`src/rtl/i2e_pkg.sv`:
```
// shared types and constants for the i2c target echo buffer
// no dependencies; used by the controller, datapath and top level
package i2e_pkg;

    typedef enum logic [2:0] {
        MODE_ADDRESSED = 3'd0,
        MODE_READ      = 3'd1,
        MODE_WRITE     = 3'd2,
        MODE_STOP      = 3'd3,
        MODE_ERROR     = 3'd4,
        MODE_FETCH     = 3'd5
    } mode_t;

    typedef logic [1:0] bank_t;

    localparam bank_t RX_BANK_RST  = 2'd0;
    localparam bank_t TX_BANK_RST  = 2'd1;
    localparam bank_t CAP_BANK_RST = 2'd2;

    localparam logic [6:0] OWN_ADDRESS_RST = 7'd40;

    // controller to datapath commands
    typedef struct packed {
        logic exec;
        logic take;
    } cmd_t;

endpackage

```
`src/rtl/i2e_event_if.sv`:
```
// input channel carrying one bus event request
// depends on nothing
interface i2e_event_if;
    logic       valid;
    logic       ready;
    logic [2:0] mode;
    logic [6:0] bus_address;
    logic [7:0] write_byte;
    logic [4:0] fetch_index;

    modport source (output valid, output mode, output bus_address, output write_byte,
                    output fetch_index, input ready);
    modport sink   (input valid, input mode, input bus_address, input write_byte,
                    input fetch_index, output ready);
endinterface

```
`src/rtl/i2e_result_if.sv`:
```
// output channel carrying one event result request
// depends on nothing; COUNT_W must match the block's count width
interface i2e_result_if #(
    parameter int COUNT_W = 6
);
    logic               valid;
    logic               ready;
    logic               ack;
    logic [7:0]         read_byte;
    logic               byte_driven;
    logic               echo_done;
    logic               capture_pending;
    logic [COUNT_W-1:0] capture_length;

    modport source (output valid, output ack, output read_byte, output byte_driven,
                    output echo_done, output capture_pending, output capture_length,
                    input ready);
    modport sink   (input valid, input ack, input read_byte, input byte_driven,
                    input echo_done, input capture_pending, input capture_length,
                    output ready);
endinterface

```
`src/rtl/i2e_ram.sv`:
```
// generic single write port, single read port ram with registered read
// no dependencies
module i2e_ram #(
    parameter int WIDTH = 8,
    parameter int DEPTH = 96
) (
    input  logic                     clk,
    input  logic                     we,
    input  logic [$clog2(DEPTH)-1:0] waddr,
    input  logic [WIDTH-1:0]         wdata,
    input  logic                     re,
    input  logic [$clog2(DEPTH)-1:0] raddr,
    output logic [WIDTH-1:0]         rdata
);

    logic [WIDTH-1:0] mem [DEPTH];
    logic [WIDTH-1:0] rdata_reg;

    always_ff @(posedge clk)
    begin
        if (we)
        begin
            mem[waddr] <= wdata;
        end
        if (re)
        begin
            rdata_reg <= mem[raddr];
        end
    end

    assign rdata = rdata_reg;

endmodule

```
`src/rtl/i2e_ctrl.sv`:
```
// handshake controller: accepts one event, holds its result until taken
// depends on i2e_pkg
module i2e_ctrl (
    input  logic          clk,
    input  logic          rst_n,
    input  logic          in_valid,
    output logic          in_ready,
    output logic          out_valid,
    input  logic          out_ready,
    output i2e_pkg::cmd_t cmd
);

    typedef enum logic {
        ST_IDLE,
        ST_HOLD
    } state_t;

    state_t state_reg;
    logic   out_valid_reg;

    always_ff @(posedge clk or negedge rst_n)
    begin
        if (!rst_n)
        begin
            state_reg     <= ST_IDLE;
            out_valid_reg <= 1'b0;
        end
        else
        begin
            unique case (state_reg)
                ST_IDLE:
                begin
                    if (in_valid)
                    begin
                        state_reg     <= ST_HOLD;
                        out_valid_reg <= 1'b1;
                    end
                end
                ST_HOLD:
                begin
                    if (out_ready)
                    begin
                        state_reg     <= ST_IDLE;
                        out_valid_reg <= 1'b0;
                    end
                end
                default:
                begin
                    state_reg     <= ST_IDLE;
                    out_valid_reg <= 1'b0;
                end
            endcase
        end
    end

    assign in_ready  = (state_reg == ST_IDLE);
    assign out_valid = out_valid_reg;
    assign cmd.exec  = in_valid && (state_reg == ST_IDLE);
    assign cmd.take  = out_valid_reg && out_ready;

endmodule

```
`src/rtl/i2e_dpath.sv`:
```
// datapath: bank pointers, counters, own address, byte ram and result registers
// depends on i2e_pkg and i2e_ram
module i2e_dpath #(
    parameter int BUFFER_DEPTH = 32
) (
    input  logic                              clk,
    input  logic                              rst_n,
    input  i2e_pkg::cmd_t                     cmd,
    input  logic                              cfg_we,
    input  logic [6:0]                        cfg_wdata,
    input  logic [2:0]                        mode,
    input  logic [6:0]                        bus_address,
    input  logic [7:0]                        write_byte,
    input  logic [4:0]                        fetch_index,
    output logic                              ack,
    output logic [7:0]                        read_byte,
    output logic                              byte_driven,
    output logic                              echo_done,
    output logic                              capture_pending,
    output logic [$clog2(BUFFER_DEPTH+1)-1:0] capture_length
);

    localparam int CW = $clog2(BUFFER_DEPTH + 1);
    localparam int PW = $clog2(BUFFER_DEPTH);
    localparam int RAM_DEPTH = 3 * BUFFER_DEPTH;
    localparam int AW = $clog2(RAM_DEPTH);
    localparam int FW = (CW > 5) ? CW : 5;
    localparam logic [CW-1:0] DEPTH_C   = CW'(BUFFER_DEPTH);
    localparam logic [CW-1:0] DEPTH_M1  = CW'(BUFFER_DEPTH - 1);
    localparam logic [CW-1:0] CNT_ONE   = CW'(1);
    localparam logic [AW-1:0] BANK1_OFS = AW'(BUFFER_DEPTH);
    localparam logic [AW-1:0] BANK2_OFS = AW'(2 * BUFFER_DEPTH);

    // state
    logic [6:0]      own_addr_reg;
    i2e_pkg::bank_t  rx_bank_reg, rx_bank_next;
    i2e_pkg::bank_t  tx_bank_reg, tx_bank_next;
    i2e_pkg::bank_t  cap_bank_reg, cap_bank_next;
    logic [CW-1:0]   rx_cnt_reg, rx_cnt_next;
    logic [CW-1:0]   tx_cnt_reg, tx_cnt_next;
    logic [CW-1:0]   tx_pos_reg, tx_pos_next;
    logic [CW-1:0]   cap_cnt_reg, cap_cnt_next;
    logic            pend_reg, pend_next;

    // result
    logic            ack_reg, ack_next;
    logic            drv_reg, drv_next;
    logic            echo_reg, echo_next;
    logic            pend_out_reg;
    logic [CW-1:0]   cap_len_reg;
    logic            rsel_reg;

    // ram port
    logic            ram_we, ram_re;
    logic [AW-1:0]   ram_waddr, ram_raddr;
    logic [7:0]      ram_rdata;

    logic [FW-1:0]   fidx_wide;
    logic [FW-1:0]   cap_cnt_wide;
    i2e_pkg::mode_t  ev_mode;

    function automatic logic [AW-1:0] slot(input i2e_pkg::bank_t bank,
                                           input logic [PW-1:0] pos);
        logic [AW-1:0] base;
        unique case (bank)
            2'd1:    base = BANK1_OFS;
            2'd2:    base = BANK2_OFS;
            default: base = '0;
        endcase
        return base + AW'(pos);
    endfunction

    assign ev_mode      = i2e_pkg::mode_t'(mode);
    assign fidx_wide    = FW'(fetch_index);
    assign cap_cnt_wide = FW'(cap_cnt_reg);

    always_comb
    begin
        rx_bank_next  = rx_bank_reg;
        tx_bank_next  = tx_bank_reg;
        cap_bank_next = cap_bank_reg;
        rx_cnt_next   = rx_cnt_reg;
        tx_cnt_next   = tx_cnt_reg;
        tx_pos_next   = tx_pos_reg;
        cap_cnt_next  = cap_cnt_reg;
        pend_next     = pend_reg;
        ack_next      = 1'b0;
        drv_next      = 1'b0;
        echo_next     = 1'b0;
        ram_we        = 1'b0;
        ram_re        = 1'b0;
        ram_waddr     = slot(rx_bank_reg, rx_cnt_reg[PW-1:0]);
        ram_raddr     = slot(tx_bank_reg, tx_pos_reg[PW-1:0]);

        unique case (ev_mode)
            i2e_pkg::MODE_ADDRESSED:
            begin
                ack_next = (bus_address == own_addr_reg);
                // pending received bytes become the transmit message
                if (rx_cnt_reg != '0)
                begin
                    rx_bank_next = tx_bank_reg;
                    tx_bank_next = rx_bank_reg;
                    tx_cnt_next  = rx_cnt_reg;
                    rx_cnt_next  = '0;
                    tx_pos_next  = '0;
                end
            end
            i2e_pkg::MODE_READ:
            begin
                ack_next = 1'b1;
                if (tx_pos_reg < tx_cnt_reg)
                begin
                    ram_re      = 1'b1;
                    tx_pos_next = tx_pos_reg + CNT_ONE;
                    drv_next    = 1'b1;
                end
            end
            i2e_pkg::MODE_WRITE:
            begin
                if (rx_cnt_reg < DEPTH_C)
                begin
                    ram_we      = 1'b1;
                    rx_cnt_next = rx_cnt_reg + CNT_ONE;
                    // the byte that fills the buffer is stored but nacked
                    ack_next    = (rx_cnt_reg < DEPTH_M1);
                end
            end
            i2e_pkg::MODE_STOP:
            begin
                if ((tx_cnt_reg != '0) && (rx_cnt_reg == '0))
                begin
                    cap_bank_next = tx_bank_reg;
                    tx_bank_next  = cap_bank_reg;
                    cap_cnt_next  = tx_cnt_reg;
                    pend_next     = 1'b1;
                    echo_next     = 1'b1;
                end
                tx_cnt_next = '0;
                rx_cnt_next = '0;
                ack_next    = 1'b1;
            end
            i2e_pkg::MODE_FETCH:
            begin
                ack_next  = pend_reg;
                pend_next = 1'b0;
                ram_raddr = slot(cap_bank_reg, fidx_wide[PW-1:0]);
                if (fidx_wide < cap_cnt_wide)
                begin
                    ram_re = 1'b1;
                end
            end
            default:
            begin
            end
        endcase

        if (!cmd.exec)
        begin
            ram_we = 1'b0;
            ram_re = 1'b0;
        end
    end

    always_ff @(posedge clk or negedge rst_n)
    begin
        if (!rst_n)
        begin
            own_addr_reg <= i2e_pkg::OWN_ADDRESS_RST;
            rx_bank_reg  <= i2e_pkg::RX_BANK_RST;
            tx_bank_reg  <= i2e_pkg::TX_BANK_RST;
            cap_bank_reg <= i2e_pkg::CAP_BANK_RST;
            rx_cnt_reg   <= '0;
            tx_cnt_reg   <= '0;
            tx_pos_reg   <= '0;
            cap_cnt_reg  <= '0;
            pend_reg     <= 1'b0;
        end
        else
        begin
            if (cfg_we)
            begin
                own_addr_reg <= cfg_wdata;
            end
            if (cmd.exec)
            begin
                rx_bank_reg  <= rx_bank_next;
                tx_bank_reg  <= tx_bank_next;
                cap_bank_reg <= cap_bank_next;
                rx_cnt_reg   <= rx_cnt_next;
                tx_cnt_reg   <= tx_cnt_next;
                tx_pos_reg   <= tx_pos_next;
                cap_cnt_reg  <= cap_cnt_next;
                pend_reg     <= pend_next;
            end
        end
    end

    // result registers hold until the next event is executed; the read select clears once the result is taken
    always_ff @(posedge clk)
    begin
        if (cmd.exec)
        begin
            ack_reg      <= ack_next;
            drv_reg      <= drv_next;
            echo_reg     <= echo_next;
            pend_out_reg <= pend_reg;
            cap_len_reg  <= cap_cnt_next;
            rsel_reg     <= ram_re;
        end
        else if (cmd.take)
        begin
            rsel_reg <= 1'b0;
        end
    end

    i2e_ram #(
        .WIDTH (8),
        .DEPTH (RAM_DEPTH)
    ) u_ram (
        .clk   (clk),
        .we    (ram_we),
        .waddr (ram_waddr),
        .wdata (write_byte),
        .re    (ram_re),
        .raddr (ram_raddr),
        .rdata (ram_rdata)
    );

    assign ack             = ack_reg;
    assign read_byte       = rsel_reg ? ram_rdata : 8'd0;
    assign byte_driven     = drv_reg;
    assign echo_done       = echo_reg;
    assign capture_pending = pend_out_reg;
    assign capture_length  = cap_len_reg;

endmodule

```
`src/rtl/i2c_target_echo_buffer.sv`:
```
// Event handler for an I2C target that echoes what the master writes. Each
// request on event_ch is one bus event; exactly one result request follows on
// result_ch. An event is taken and its result is offered in the next cycle; the
// controller holds one result at a time, so the next event is taken only once
// the result has been taken. Received, transmit and capture data live in three
// banks of one byte RAM of 3*BUFFER_DEPTH entries with a registered read;
// messages change role by swapping bank numbers, never by copying. The RAM
// needs no clearing after reset. The user writes own_address through
// cfg_we/cfg_wdata only while idle; the block itself does not enforce this.
// top level; depends on i2e_pkg, i2e_event_if, i2e_result_if, i2e_ctrl, i2e_dpath
module i2c_target_echo_buffer #(
    parameter int BUFFER_DEPTH = 32
) (
    input  logic                clk,
    input  logic                rst_n,
    i2e_event_if.sink           event_ch,
    i2e_result_if.source        result_ch,
    input  logic                cfg_we,
    input  logic [6:0]          cfg_wdata
);

    localparam int CW = $clog2(BUFFER_DEPTH + 1);

    i2e_pkg::cmd_t cmd;
    logic [CW-1:0] cap_len;

    i2e_ctrl u_ctrl (
        .clk       (clk),
        .rst_n     (rst_n),
        .in_valid  (event_ch.valid),
        .in_ready  (event_ch.ready),
        .out_valid (result_ch.valid),
        .out_ready (result_ch.ready),
        .cmd       (cmd)
    );

    i2e_dpath #(
        .BUFFER_DEPTH (BUFFER_DEPTH)
    ) u_dpath (
        .clk             (clk),
        .rst_n           (rst_n),
        .cmd             (cmd),
        .cfg_we          (cfg_we),
        .cfg_wdata       (cfg_wdata),
        .mode            (event_ch.mode),
        .bus_address     (event_ch.bus_address),
        .write_byte      (event_ch.write_byte),
        .fetch_index     (event_ch.fetch_index),
        .ack             (result_ch.ack),
        .read_byte       (result_ch.read_byte),
        .byte_driven     (result_ch.byte_driven),
        .echo_done       (result_ch.echo_done),
        .capture_pending (result_ch.capture_pending),
        .capture_length  (cap_len)
    );

    assign result_ch.capture_length = cap_len;

endmodule

```
`src/flat_wrapper.sv`:
```
// flat-port wrapper written by rule: the top's interface ports become plain ports
module i2c_target_echo_buffer_flat import i2e_pkg::*;
#(
    parameter int BUFFER_DEPTH = 32
)
  (clk, rst_n, cfg_we, cfg_wdata, event_ch_valid, event_ch_mode, event_ch_bus_address, event_ch_write_byte, event_ch_fetch_index, event_ch_ready, result_ch_valid, result_ch_ack, result_ch_read_byte, result_ch_byte_driven, result_ch_echo_done, result_ch_capture_pending, result_ch_capture_length, result_ch_ready);
  i2e_event_if event_ch_i ();
  i2e_result_if #(.COUNT_W(6)) result_ch_i ();
  input  logic clk;
  input  logic rst_n;
  input  logic cfg_we;
  input  logic [6:0] cfg_wdata;
  input wire logic [$bits(event_ch_i.valid)-1:0] event_ch_valid;
  input wire logic [$bits(event_ch_i.mode)-1:0] event_ch_mode;
  input wire logic [$bits(event_ch_i.bus_address)-1:0] event_ch_bus_address;
  input wire logic [$bits(event_ch_i.write_byte)-1:0] event_ch_write_byte;
  input wire logic [$bits(event_ch_i.fetch_index)-1:0] event_ch_fetch_index;
  output wire logic [$bits(event_ch_i.ready)-1:0] event_ch_ready;
  output wire logic [$bits(result_ch_i.valid)-1:0] result_ch_valid;
  output wire logic [$bits(result_ch_i.ack)-1:0] result_ch_ack;
  output wire logic [$bits(result_ch_i.read_byte)-1:0] result_ch_read_byte;
  output wire logic [$bits(result_ch_i.byte_driven)-1:0] result_ch_byte_driven;
  output wire logic [$bits(result_ch_i.echo_done)-1:0] result_ch_echo_done;
  output wire logic [$bits(result_ch_i.capture_pending)-1:0] result_ch_capture_pending;
  output wire logic [$bits(result_ch_i.capture_length)-1:0] result_ch_capture_length;
  input wire logic [$bits(result_ch_i.ready)-1:0] result_ch_ready;
  assign event_ch_i.valid = event_ch_valid;
  assign event_ch_i.mode = event_ch_mode;
  assign event_ch_i.bus_address = event_ch_bus_address;
  assign event_ch_i.write_byte = event_ch_write_byte;
  assign event_ch_i.fetch_index = event_ch_fetch_index;
  assign event_ch_ready = event_ch_i.ready;
  assign result_ch_valid = result_ch_i.valid;
  assign result_ch_ack = result_ch_i.ack;
  assign result_ch_read_byte = result_ch_i.read_byte;
  assign result_ch_byte_driven = result_ch_i.byte_driven;
  assign result_ch_echo_done = result_ch_i.echo_done;
  assign result_ch_capture_pending = result_ch_i.capture_pending;
  assign result_ch_capture_length = result_ch_i.capture_length;
  assign result_ch_i.ready = result_ch_ready;
  i2c_target_echo_buffer #(.BUFFER_DEPTH(BUFFER_DEPTH)) u_core (.clk(clk), .rst_n(rst_n), .event_ch(event_ch_i), .result_ch(result_ch_i), .cfg_we(cfg_we), .cfg_wdata(cfg_wdata));
endmodule
```
`config.mk`:
```
export PLATFORM = sky130hd
export DESIGN_NAME = i2c_target_echo_buffer_flat
export DESIGN_NICKNAME = d
export VERILOG_FILES = /design/src/rtl/i2e_pkg.sv /design/src/rtl/i2e_event_if.sv /design/src/rtl/i2e_result_if.sv /design/src/rtl/i2e_ram.sv /design/src/rtl/i2e_ctrl.sv /design/src/rtl/i2e_dpath.sv /design/src/rtl/i2c_target_echo_buffer.sv /design/src/flat_wrapper.sv
export SDC_FILE = /design/constraint.sdc
export NUM_CORES = 1
export LEC_CHECK = 0
export BUFFER_PORTS_ARGS = -buffer_cell sky130_fd_sc_hd__buf_2
export CAP_MARGIN = 5
export CORE_ASPECT_RATIO = 0.75
export CORE_MARGIN = 5
export CORE_UTILIZATION = 45
export DETAILED_ROUTE_END_ITERATION = 8
export PLACE_DENSITY = 0.64
export SYNTH_ARGS = -nofsm -noshare
export SYNTH_HDL_FRONTEND = slang
export SYNTH_SLANG_ARGS = --single-unit
```
`constraint.sdc`:
```
create_clock -name clk -period 5.7 [get_ports clk]
set_input_delay 1.14 -clock clk [delete_from_list [all_inputs] [get_ports clk]]
set_output_delay 1.14 -clock clk [all_outputs]
set_load 0.01 [all_outputs]
```
# Word-level counts from Yosys, hierarchy flattened
# Memories as Yosys holds them, arrays and structs flattened. A register that Yosys moved wholly into a read port is not among the register bits.
# Index checks and enable logic that the tools add are counted.
word_totals:
  memories: 1
  ram_bits: 768
  regBits: 51
  elab_cells: 106
mem_list:
  columns: ["name", "words", "width", "read_ports", "rd_clocked_by_memory_dff", "wr", "line", "rtl"]
  rows:
  - ["u_core.u_dpath.u_ram.mem", 96, 8, 1, 1, 1, "i2e_ram.sv:16", "logic [WIDTH-1:0] mem [DEPTH];"]
op_classes:
  n_eq_ne: 17
  reduce_logical: 21
  magnitude_cmp: 4
  add_sub_neg: 5
  bitwise: 1
  muxes: 40
op_table:
  columns: ["op", "count"]
  rows:
  - ["$pmux W7 S2", 3]
  - ["$mux W6", 6]
  - ["$pmux W6 S2", 2]
  - ["$add A7 B5 Y7", 3]
  - ["$pmux W6 S3", 1]
  - ["$mux W1", 17]
  - ["$mux W7", 2]
  - ["$add A6 B1 Y6 const B", 2]
  - ["$ne A2 B2 Y1 const B", 6]
  - ["$reduce_and A3 Y1", 4]
  - ["$reduce_and A4 Y1", 3]
  - ["$reduce_bool A6 Y1", 2]
  - ["$mux W8", 1]
  - ["$pmux W1 S2", 4]
  - ["$reduce_bool A2 Y1", 4]
  - ["$eq A7 B7 Y1", 1]
  - ["$eq A2 B1 Y1 const B", 3]
  - ["$eq A2 B2 Y1 const B", 3]
  - ["$eq A3 B2 Y1 const B", 2]
  - ["$logic_not A6 Y1", 1]
  - ["$lt A5 B6 Y1", 1]
  - ["$lt A6 B5 Y1 const B", 1]
  - ["$lt A6 B6 Y1", 1]
  - ["$lt A6 B6 Y1 const B", 1]
  - ["11 further kinds", 14]

# Depth between registers and ports, before layout
# Gate-level depths: netlist (run 1).
depth:
  word_depth: 6
  depth_mapped: 13
  mapped_depth_nobuf: 9

# Hierarchy
# Synthesis (run 1) repeated with hierarchy kept, for this count alone.
unflattened:
  hier_cells: 1711
  hier_area_um2: 32987.9
by_module_without_submodules:
  columns: ["module", "n_inst", "cells_each", "seq_area_each_um2", "area_each_um2"]
  rows:
  - ["i2e_ram", 1, 1437, 23302.3, 30147.7]
  - ["i2e_dpath", 1, 265, 1286.2, 2750.1]
  - ["i2e_ctrl", 1, 9, 50.0, 90.1]

# Least setup slack after synthesis (run 1)
# OpenSTA, ideal clock, no wires.
synth_timing:
  path_type: "in2reg"
  from: "input event_ch_mode[0]"
  to: "register u_core.u_dpath.u_ram.rdata_reg[3], in the netlist u_core.u_dpath.u_ram.rdata[3] (read register of u_core.u_dpath.u_ram.mem), data pin"
  arrival_ns: 3.355
  setup_ns: 0.272
  path_slack_ns: 2.073
  path_buffers: 2
  cell_stages: 8
  path_cell_list: "buf_4 nand3b_4 mux2i_4 buf_2 mux4_2 a22oi_1 o211ai_1 or4_1"
synth_between:
  elab_chain_cells: 3
  word_cells_on_any_way: 5
  classes_between: "eq/ne: 2; mux: 3"
synth_lines:
  columns: ["element", "line", "rtl"]
  rows:
  - ["from (decl)", "flat_wrapper.sv:14", "input wire logic [$bits(event_ch_i.mode)-1:0] event_ch_mode;"]
  - ["$eq A3 B3 Y1 or $eq A3 B1 Y1 (tied branches)", "i2e_dpath.sv:95", "unique case (ev_mode)"]
  - ["$pmux W1 S2", "i2e_dpath.sv:95", null]
  - ["$mux W1", "i2e_dpath.sv:158", "if (!cmd.exec)"]
  - ["to (decl)", "i2e_ram.sv:17", "logic [WIDTH-1:0] rdata_reg;"]
# Several ways; a longest one is shown, not always the timed one.
# A chain may end at the register's enable or synchronous reset.

# Final worst setup path (run 1)
layout_timing:
  from: "input event_ch_mode[2]"
  to: "register u_core.u_dpath.u_ram.rdata_reg[4], in the netlist u_core.u_dpath.u_ram.rdata[4] (read register of u_core.u_dpath.u_ram.mem), data pin"
# The elaborated chain is that of the path after synthesis.

==> results of run 1 <==
==> report_power, final <==
group          total [uW]  switching, uW  internal (uW)  leakage (uW)
sequential           6760           50.0           6710       0.00760
clock                5270           2280           3000       0.00126
combinational         975            674            301       0.00366
total               13000           3000          10000        0.0125
==> Yosys cell counts (24+ instances only) <==
cell	instances	area share [%]
nor2_1	150	1.7
a31oi_1	47	0.89
nand2_1	431	4.9
a32oi_1	26	0.69
edfxtp_1	787	71
and3_1	30	0.56
clkbuf_1	54	0.61
mux2i_1	47	1.4
nand4_1	24	0.45
nand3_1	118	1.8
o21ai_0	30	0.45
mux4_2	83	5.6
dfrtp_1	36	2.7
buf_2	32	0.48
==> area by class of cell <==
cell class | count | area (um2) | share of cell area [%]
flip-flops and latches | 827 | 24600 | 65.7
multi-input cells | 1211 | 8000 | 21.4
clock buffers | 91 | 2090 | 5.57
well taps | 968 | 1210 | 3.23
repair buffers | 139 | 973 | 2.60
clock inverters | 52 | 485 | 1.30
inverters | 20 | 75.1 | 0.200
==> worst reg2reg max path: cells and delay by family, from the launching register on <==
kind | cells | cell delay (ns)
buffers and inverters | 2 | 0.71
DFF | 1 | 0.38
and+or+nand+nor | 4 | 2.38
==> cells by family (layout without fill, tap and decap cells) <==
logic type	Yosys count	in the layout	share of synthesized area (%)
AO/OA/AOI/OAI	223	223	4.74
multiplexers	151	151	7.83
adder cells (fa/ha/maj)	14	14	0.527
XOR/XNOR	9	9	0.237
AND/OR/NAND/NOR	814	814	10.6
flip-flops	827	827	74.2
buffers and inverters	136	302	1.92
==> per-layer routing <==
metal | vias to the layer above | GRT usage, % | share of wire, %
li1 | 8551 | - | -
met1 | 10200 | 34.8 | 43
met2 | 1153 | 31.0 | 42
met3 | 142 | 6.96 | 12
met4 | 0 | 5.25 | 2.2
met5 | - | 0 | 0
==> metrics by stage <==
stage | hold slack [ns] | instances | utilization (%)
after floorplan | 0.423 | 2174 | -
after global placement | 0.435 | 3165 | 47.6
after detailed placement | 0.433 | 3165 | 47.6
after CTS | 0.449 | 3308 | 51.1
after global routing | 0.459 | 3308 | 51.1
final | 0.454 | 3308 | 51.1
==> path summary, 6_finish.rpt <==
kind | start | end | slack, ns
max in group asynchronous | rst_n | u_core.u_ctrl.out_valid | 4.47
worst min-delay path | u_core.u_dpath.pend_reg | u_core.u_dpath.capture_pending | 0.45
worst max register to register | u_core.u_ctrl.state_reg | u_core.u_dpath.u_ram.mem[8][1] | 1.84
min in group asynchronous | rst_n | u_core.u_dpath.cap_cnt_reg[1] | 0.65
worst min register to register | u_core.u_dpath.pend_reg | u_core.u_dpath.capture_pending | 0.45
worst max-delay path | event_ch_mode[2] | u_core.u_dpath.u_ram.rdata[4] | 1.34
==> results.cfg, run 1 <==
[clock_tree]
clockBufferDepth = 3
clock-sinks = 827
cts_tree = built
cts_resized = 0
clock_latency_ns = 0.65
post_cts_buffers = 0
cts_buffers = 78
clkTransAtPathRegs_ns = 0.07
htreeDepth = 3
holdBufCountCts = 0
root_buffer = clkbuf_16

[floorplanning]
initial_core_util_pct = 45.3
fp.dieH_um = 245
die_w_um = 324
ios = 55
core_area_um2 = 73300
dieArea_um2 = 79400
num_rows = 86

[synthesis]
yosys_most_used_dff = edfxtp_1
synthDistinctLibCells = 59
synth-edff-count = 787
synth_area_per_cell_um2 = 15.3
synth_cells = 2174
syn_area_um2 = 33200
ys_seq_area_share_pct = 74.2
yosysWarningCount = 0
synth_seq_cells = 827
async_flop_share_pct = 4.84
syn-num-nets = 2223

[sta]
finalCritPeriodShare_pct = 76.5
relSlewSlack_pct = 14.7
fmax_mhz = 229
rsz0062_at_grt = false
worst_pin_slew_ns = 1.26
setup-tns-final_ns = 0
skew_ns = 0.0327
finalMaxSlewViolations = 0
setup_viol = 0
setup_slack_ns = 1.34
fin_crit_ns = 4.36
hold_viol = 0

[cells_and_area]
syn_to_final_growth_pct = 12.8
final_common_cell = edfxtp_1
final_area_um2 = 37500
fillers = 5906
layout_common_cells = edfxtp_1, nand2_1, nor2_1
fin_nets = 2326
largest_reg_flops = 768
diodes = 0
drive_gt1_share_pct = 16.1

[power_and_ir_drop]
ir_drop_uv = 249
power.density_nw_per_um2 = 347
power_uw = 13000
p_leak_uw = 0.0125

[global_routing]
antenna_found_initial = 1
grt_usage_pct = 22.4
grt_pass1_vias = 19300
grt_pass1_wl_um = 131000
grt_max_degree = 97
grt-ovfl-total = 0

[critical_path]
critical_path.max_stage_delay_ns = 0.88
end_kind = flip-flop
path_buf_inv = 2
cp.depth = 10
rr_worst_depth = 6
crit_fanout = 32
crit_arrival_ns = 4.87
cp-start-kind = primary input
critPathSlowestCell = mux2i_4
critical_path.top_delay_family = compound AO/OA/AOI/OAI gates
cp_cell_sequence = buf_2 -> nand3b_4 -> mux2i_4 -> buf_4 -> nand2_1 -> and3_1 -> a31oi_1 -> a221oi_1 -> o2111ai_1 -> and4_1
crit_type = primary input to flip-flop
critPathRequiredTime_ns = 6.21

[hold_path]
hp-class = flip-flop to flip-flop
min_path_cells = 0

[place]
place_hpwl_um = 56400
port-buffer-count = 54
place_congestion = 0.900
place_ws_ns = 0.722
placed_cell_area_um2 = 34900

[run]
maxCapViolations = 0

[detailed_routing]
vias_per_cell = 6.06
drc = 0
wl_um = 89300
dr.pass1.iters = 5
drt-initial-drc-count = 2621
vias = 20000
postRouteAntennaNets = 0
wire_per_inst_um = 27.0

[status]
outcome = finished clean
Power figures use the tool's default switching activity.
==> inputs of run 2 (changes only) <==
==> constraint.sdc (replaced) <==
create_clock -name clk -period 4.3 [get_ports clk]
set_input_delay 0.86 -clock clk [delete_from_list [all_inputs] [get_ports clk]]
set_output_delay 0.86 -clock clk [all_outputs]
set_load 0.01 [all_outputs]
==> run 2 against run 1 <==
Die area unchanged. Critical path depth unchanged. Count of clock-buffer cells in the layout up 5. Via count grew 0.72%. Sequential power rose by 33%. Hold slack got worse by 0.070 ns. Register-to-register slack worse by 0.90 ns. Critical path type unchanged.
==> results.cfg, run 2 (synthesis gave the netlist of run 1 again) <==
[status]
outcome = finished clean

[clock_tree]
clockBufferDepth = 3
post_cts_buffers = 0
root_buffer = clkbuf_16
holdBufCountCts = 0
cts_tree = built
clkTransAtPathRegs_ns = 0.06
clock_latency_ns = 0.63
cts_resized = 0
cts_buffers = 78
htreeDepth = 3
clock-sinks = 827

[detailed_routing]
wl_met1_um = 39500
vias_per_cell = 5.95
postRouteAntennaNets = 0
highest_layer = met4
dr.pass1.iters = 6
wl_met3_um = 10300
vias = 20200
drt-initial-drc-count = 2754
met2_wirelength_um = 37600
drc = 0
wl_um = 89400
wire_per_inst_um = 26.4

[cells_and_area]
final_common_cell = edfxtp_1
layout_common_cells = edfxtp_1, nand2_1, buf_4
fin_nets = 2414
syn_to_final_growth_pct = 14.4
drive_gt1_share_pct = 18.7
largest_reg_flops = 768

[floorplanning]
die_w_um = 324
ios = 55
dieArea_um2 = 79400
core_area_um2 = 73300
fp.dieH_um = 245
initial_core_util_pct = 45.3
num_rows = 86

[place]
place_congestion = 0.928
port-buffer-count = 54
place_hpwl_um = 57700
place_ws_ns = 0.0606

[critical_path]
end_kind = flip-flop
r2r_slack_ns = 0.94
reg2reg_from = u_core.u_dpath.tx_pos_reg[0]
critPathRequiredTime_ns = 4.68
crit_arrival_ns = 4.05
cp-endpoint = u_core.u_dpath.u_ram.rdata[4]
rr_worst_depth = 8
crit_fanout = 12
cp-start-kind = primary input
crit_type = primary input to flip-flop
r2r_end = u_core.u_dpath.u_ram.rdata[4]
startpoint = event_ch_mode[1]

[sta]
fmax_mhz = 273
hold_ws_ns = 0.384
fin_crit_ns = 3.67
relSlewSlack_pct = 22.1
worst_pin_slew_ns = 1.17
setup-tns-final_ns = 0
skew_ns = 0.0136
finalCritPeriodShare_pct = 85.3
rsz0062_at_grt = false
setup_slack_ns = 0.631
setup_viol = 0
finalMaxSlewViolations = 0
hold_viol = 0

[power_and_ir_drop]
power.density_nw_per_um2 = 442
ir_drop_uv = 302
p_leak_uw = 0.0129

[global_routing]
grt_pass1_vias = 19500
grt_usage_pct = 22.5
grt_max_degree = 97
antenna_found_initial = 2
grt_pass1_wl_um = 131000
grt-ovfl-total = 0

[run]
maxCapViolations = 0

[hold_path]
hp-class = primary input to asynchronous set/reset pin
-- run 2: cell type report --
class	instances	area, um2
diodes	1	2.50
clock buffers	96	2060
clock inverters	43	304
fillers	5925	35300
inverters	20	75.1
multi-input cells	1211	7990
flip-flops and latches	827	24600
well taps	968	1210
repair buffers	227	1710
-- run 2: worst min-delay path by stage --
| stage | slack (ns) | startpoint | endpoint | cells after the start |
|---|---|---|---|---|
| after floorplan | 0.42 | u_core.u_ctrl.state_reg | u_core.u_ctrl.out_valid | 1 |
| after global placement | 0.43 | u_core.u_ctrl.state_reg | u_core.u_ctrl.out_valid | 1 |
| after detailed placement | 0.44 | u_core.u_dpath.pend_reg | u_core.u_dpath.capture_pending | 0 |
| after CTS | 0.39 | rst_n | u_core.u_dpath.cap_cnt_reg[4] | 1 |
| after global routing | 0.44 | result_ch_ready | u_core.u_ctrl.state_reg | 2 |
| final | 0.38 | rst_n | u_core.u_dpath.cap_cnt_reg[4] | 1 |
-- run 2: worst max-delay path, cell delays in order --
cell	delay (ns)
buf_2	0.14
nand3b_4	0.29
mux2i_4	0.46
buf_12	0.22
buf_4	0.18
buf_4	0.23
mux4_2	0.56
o22ai_1	0.69
o21ai_0	0.18
and4_1	0.20
-- run 2: routing by layer --
layer	global-route usage, %	vias up
li1	-	8704
met1	34.6	10300
met2	31.1	1064
met3	7.11	130
met4	5.92	0
met5	0	-
-- run 2: stage by stage --
stage,cell area (um2),power (uW),utilization [%],std cells
final,38000,16800,51.8,3393
after global placement,35600,10400,48.6,3253
after detailed placement,35600,10400,48.6,3253
after CTS,38000,16900,51.8,3392
after floorplan,33200,9810,-,2174
after global routing,38000,17300,51.8,3392
-- run 2: power breakdown --
part | leakage, uW | total, uW | internal (uW) | switching [uW]
registers | 0.00760 | 8960 | 8890 | 64.3
clock network | 0.00116 | 6510 | 3600 | 2910
logic | 0.00414 | 1340 | 433 | 906
==> inputs of run 3 (changes only) <==
--- a/config.mk
+++ b/config.mk
@@ -11,7 +11,6 @@
 export CORE_MARGIN = 5
 export CORE_UTILIZATION = 45
 export DETAILED_ROUTE_END_ITERATION = 8
-export PLACE_DENSITY = 0.64
 export SYNTH_ARGS = -nofsm -noshare
 export SYNTH_HDL_FRONTEND = slang
 export SYNTH_SLANG_ARGS = --single-unit
==> run 3 against run 2 <==
Hold slack better by 0.013 ns. Final cell count is 0.32% lower. Via count is 0.16% lower. First-iteration DRC count is 3.3% lower. Cell area is 0.63% higher. Register-to-register slack worse by 0.04 ns. Flip-flop and latch count stayed put. Clock skew is 0.012 ns higher. Largest power group unchanged. Highest routed layer is now met5.
==> results.cfg, run 3 (synthesis gave the netlist of run 1 again) <==
[sta]
skew_ns = 0.0259
setup_viol = 0
rsz0062_at_grt = false
finalCritPeriodShare_pct = 84.5
relSlewSlack_pct = 22.1
setup-tns-final_ns = 0
finalMaxSlewViolations = 0
fin_crit_ns = 3.64
fmax_mhz = 275
hold_viol = 0
worst_pin_slew_ns = 1.17

[critical_path]
cp_cell_sequence = buf_2 -> nand3b_4 -> mux2_8 -> buf_12 -> buf_4 -> nand2_1 -> and3_1 -> a31oi_1 -> a221oi_1 -> buf_4 -> o2111ai_1 -> and4_1
critPathRequiredTime_ns = 4.80
cp-start-kind = primary input
critical_path.max_stage_delay_ns = 0.54
crit_fanout = 37
critPathSlowestCell = mux2_8
cpMostUsedCell = buf_4
crit_arrival_ns = 4.14
end_kind = flip-flop
crit_type = primary input to flip-flop

[floorplanning]
dieArea_um2 = 79400
core_area_um2 = 73300
die_w_um = 324
fp.dieH_um = 245
ios = 55
num_rows = 86
initial_core_util_pct = 45.3

[power_and_ir_drop]
ir_drop_uv = 364
power.density_nw_per_um2 = 459
p_leak_uw = 0.0130

[cells_and_area]
largest_reg_flops = 768
drive_gt1_share_pct = 18.4
multi_input_area_um2 = 7990
register_area_um2 = 24600
final_util_pct = 52.2
layout_common_cells = edfxtp_1, nand2_1, buf_4
final_common_cell = edfxtp_1
syn_to_final_growth_pct = 15.1
fillers = 5959
fin_nets = 2401

[detailed_routing]
drc = 0
vias = 20200
postRouteAntennaNets = 0
highest_layer = met5
wl_um = 90800
dr.pass1.iters = 5
met2_wirelength_um = 38500
vias_per_cell = 5.96
wire_per_inst_um = 26.9
wl_met3_um = 10300
wl_met1_um = 40200
drt-initial-drc-count = 2662

[clock_tree]
clock-sinks = 827
cts_tree = built
clock_latency_ns = 0.63
htreeDepth = 3
clockBufferDepth = 3
cts_resized = 0
cts_buffers = 80
root_buffer = clkbuf_16
post_cts_buffers = 0
clkTransAtPathRegs_ns = 0.06
holdBufCountCts = 0

[place]
place_congestion = 0.877
place_hpwl_um = 58800
port-buffer-count = 54

[hold_path]
hp-class = primary input to asynchronous set/reset pin

[global_routing]
grt_usage_pct = 22.9
grt_max_degree = 97
grt-ovfl-total = 0
antenna_found_initial = 3
grt_pass1_wl_um = 133000
grt_pass1_vias = 19400

[status]
outcome = finished clean

[run]
maxCapViolations = 0
-- run 3: cell count changes in the layout (fill, tap and decap cells not counted) --
cell / before / now
clkbuf_16: 80 / 82
clkinv_2: 16 / 10
clkinvlp_4: 3 / 1
buf_12: 10 / 13
buf_4: 169 / 153
clkbuf_1: 16 / 17
clkbuf_8: 0 / 4
bufinv_16: 3 / 12
buf_2: 48 / 46
clkinv_1: 16 / 14
inv_6: 4 / 2
-- run 3: cell type report --
cell class	instances	share of cell area (%)
flip-flops and latches	827	64.4
multi-input cells	1211	20.9
clock buffers	103	5.68
repair buffers	212	4.29
well taps	968	3.17
clock inverters	40	1.32
inverters	20	0.196
diodes	1	0.00655
-- run 3: final timing paths --
| path | start | endpoint | slack [ns] | cells after the start |
|---|---|---|---|---|
| worst max register to register | u_core.u_dpath.tx_pos_reg[2] | u_core.u_dpath.u_ram.rdata[5] | 0.90 | 10 |
| worst max-delay path | event_ch_mode[2] | u_core.u_dpath.u_ram.rdata[5] | 0.66 | 12 |
| max in group asynchronous | rst_n | u_core.u_dpath.cap_bank_reg[0] | 3.28 | 1 |
| min in group clk | result_ch_ready | u_core.u_ctrl.out_valid | 0.44 | 2 |
| worst min register to register | u_core.u_dpath.pend_reg | u_core.u_dpath.capture_pending | 0.45 | 0 |
| worst min-delay path | rst_n | u_core.u_dpath.own_addr_reg[6] | 0.40 | 1 |
-- run 3: report_power, final --
| group | total (uW) | switching [uW] | internal (uW) | leakage [uW] |
|---|---|---|---|---|
| sequential | 8960 | 64.6 | 8890 | 0.00760 |
| clock | 7250 | 2970 | 4280 | 0.00131 |
| combinational | 1340 | 887 | 457 | 0.00406 |
| total | 17600 | 3920 | 13600 | 0.0130 |
-- run 3: per-stage QoR --
stage | instance area [um2] | instances | hold slack [ns] | total power [uW] | worst slack [ns]
final | 38200 | 3382 | 0.397 | 17600 | 0.665
after floorplan | 33200 | 2174 | 0.423 | 9810 | 0.953
after detailed placement | 35600 | 3238 | 0.433 | 10400 | 0.0569
after CTS | 38200 | 3381 | 0.398 | 17600 | 0.727
after global placement | 35600 | 3238 | 0.433 | 10400 | 0.106
after global routing | 38200 | 3381 | 0.428 | 18100 | 0.535
-- run 3: per-layer routing --
metal	vias to the layer above	global-route usage (%)
met1	10300	35.4
met2	1002	32.1
met3	129	7.04
met4	2	4.86
met5	-	0
li1	8689	-
-- run 3: worst max-delay path: cells and delay by family --
family,cells,cell delay (ns)
buffers and inverters,4,0.92
AO/OA/AOI/OAI,3,0.94
multiplexers,1,0.54
AND/OR/NAND/NOR,4,0.82
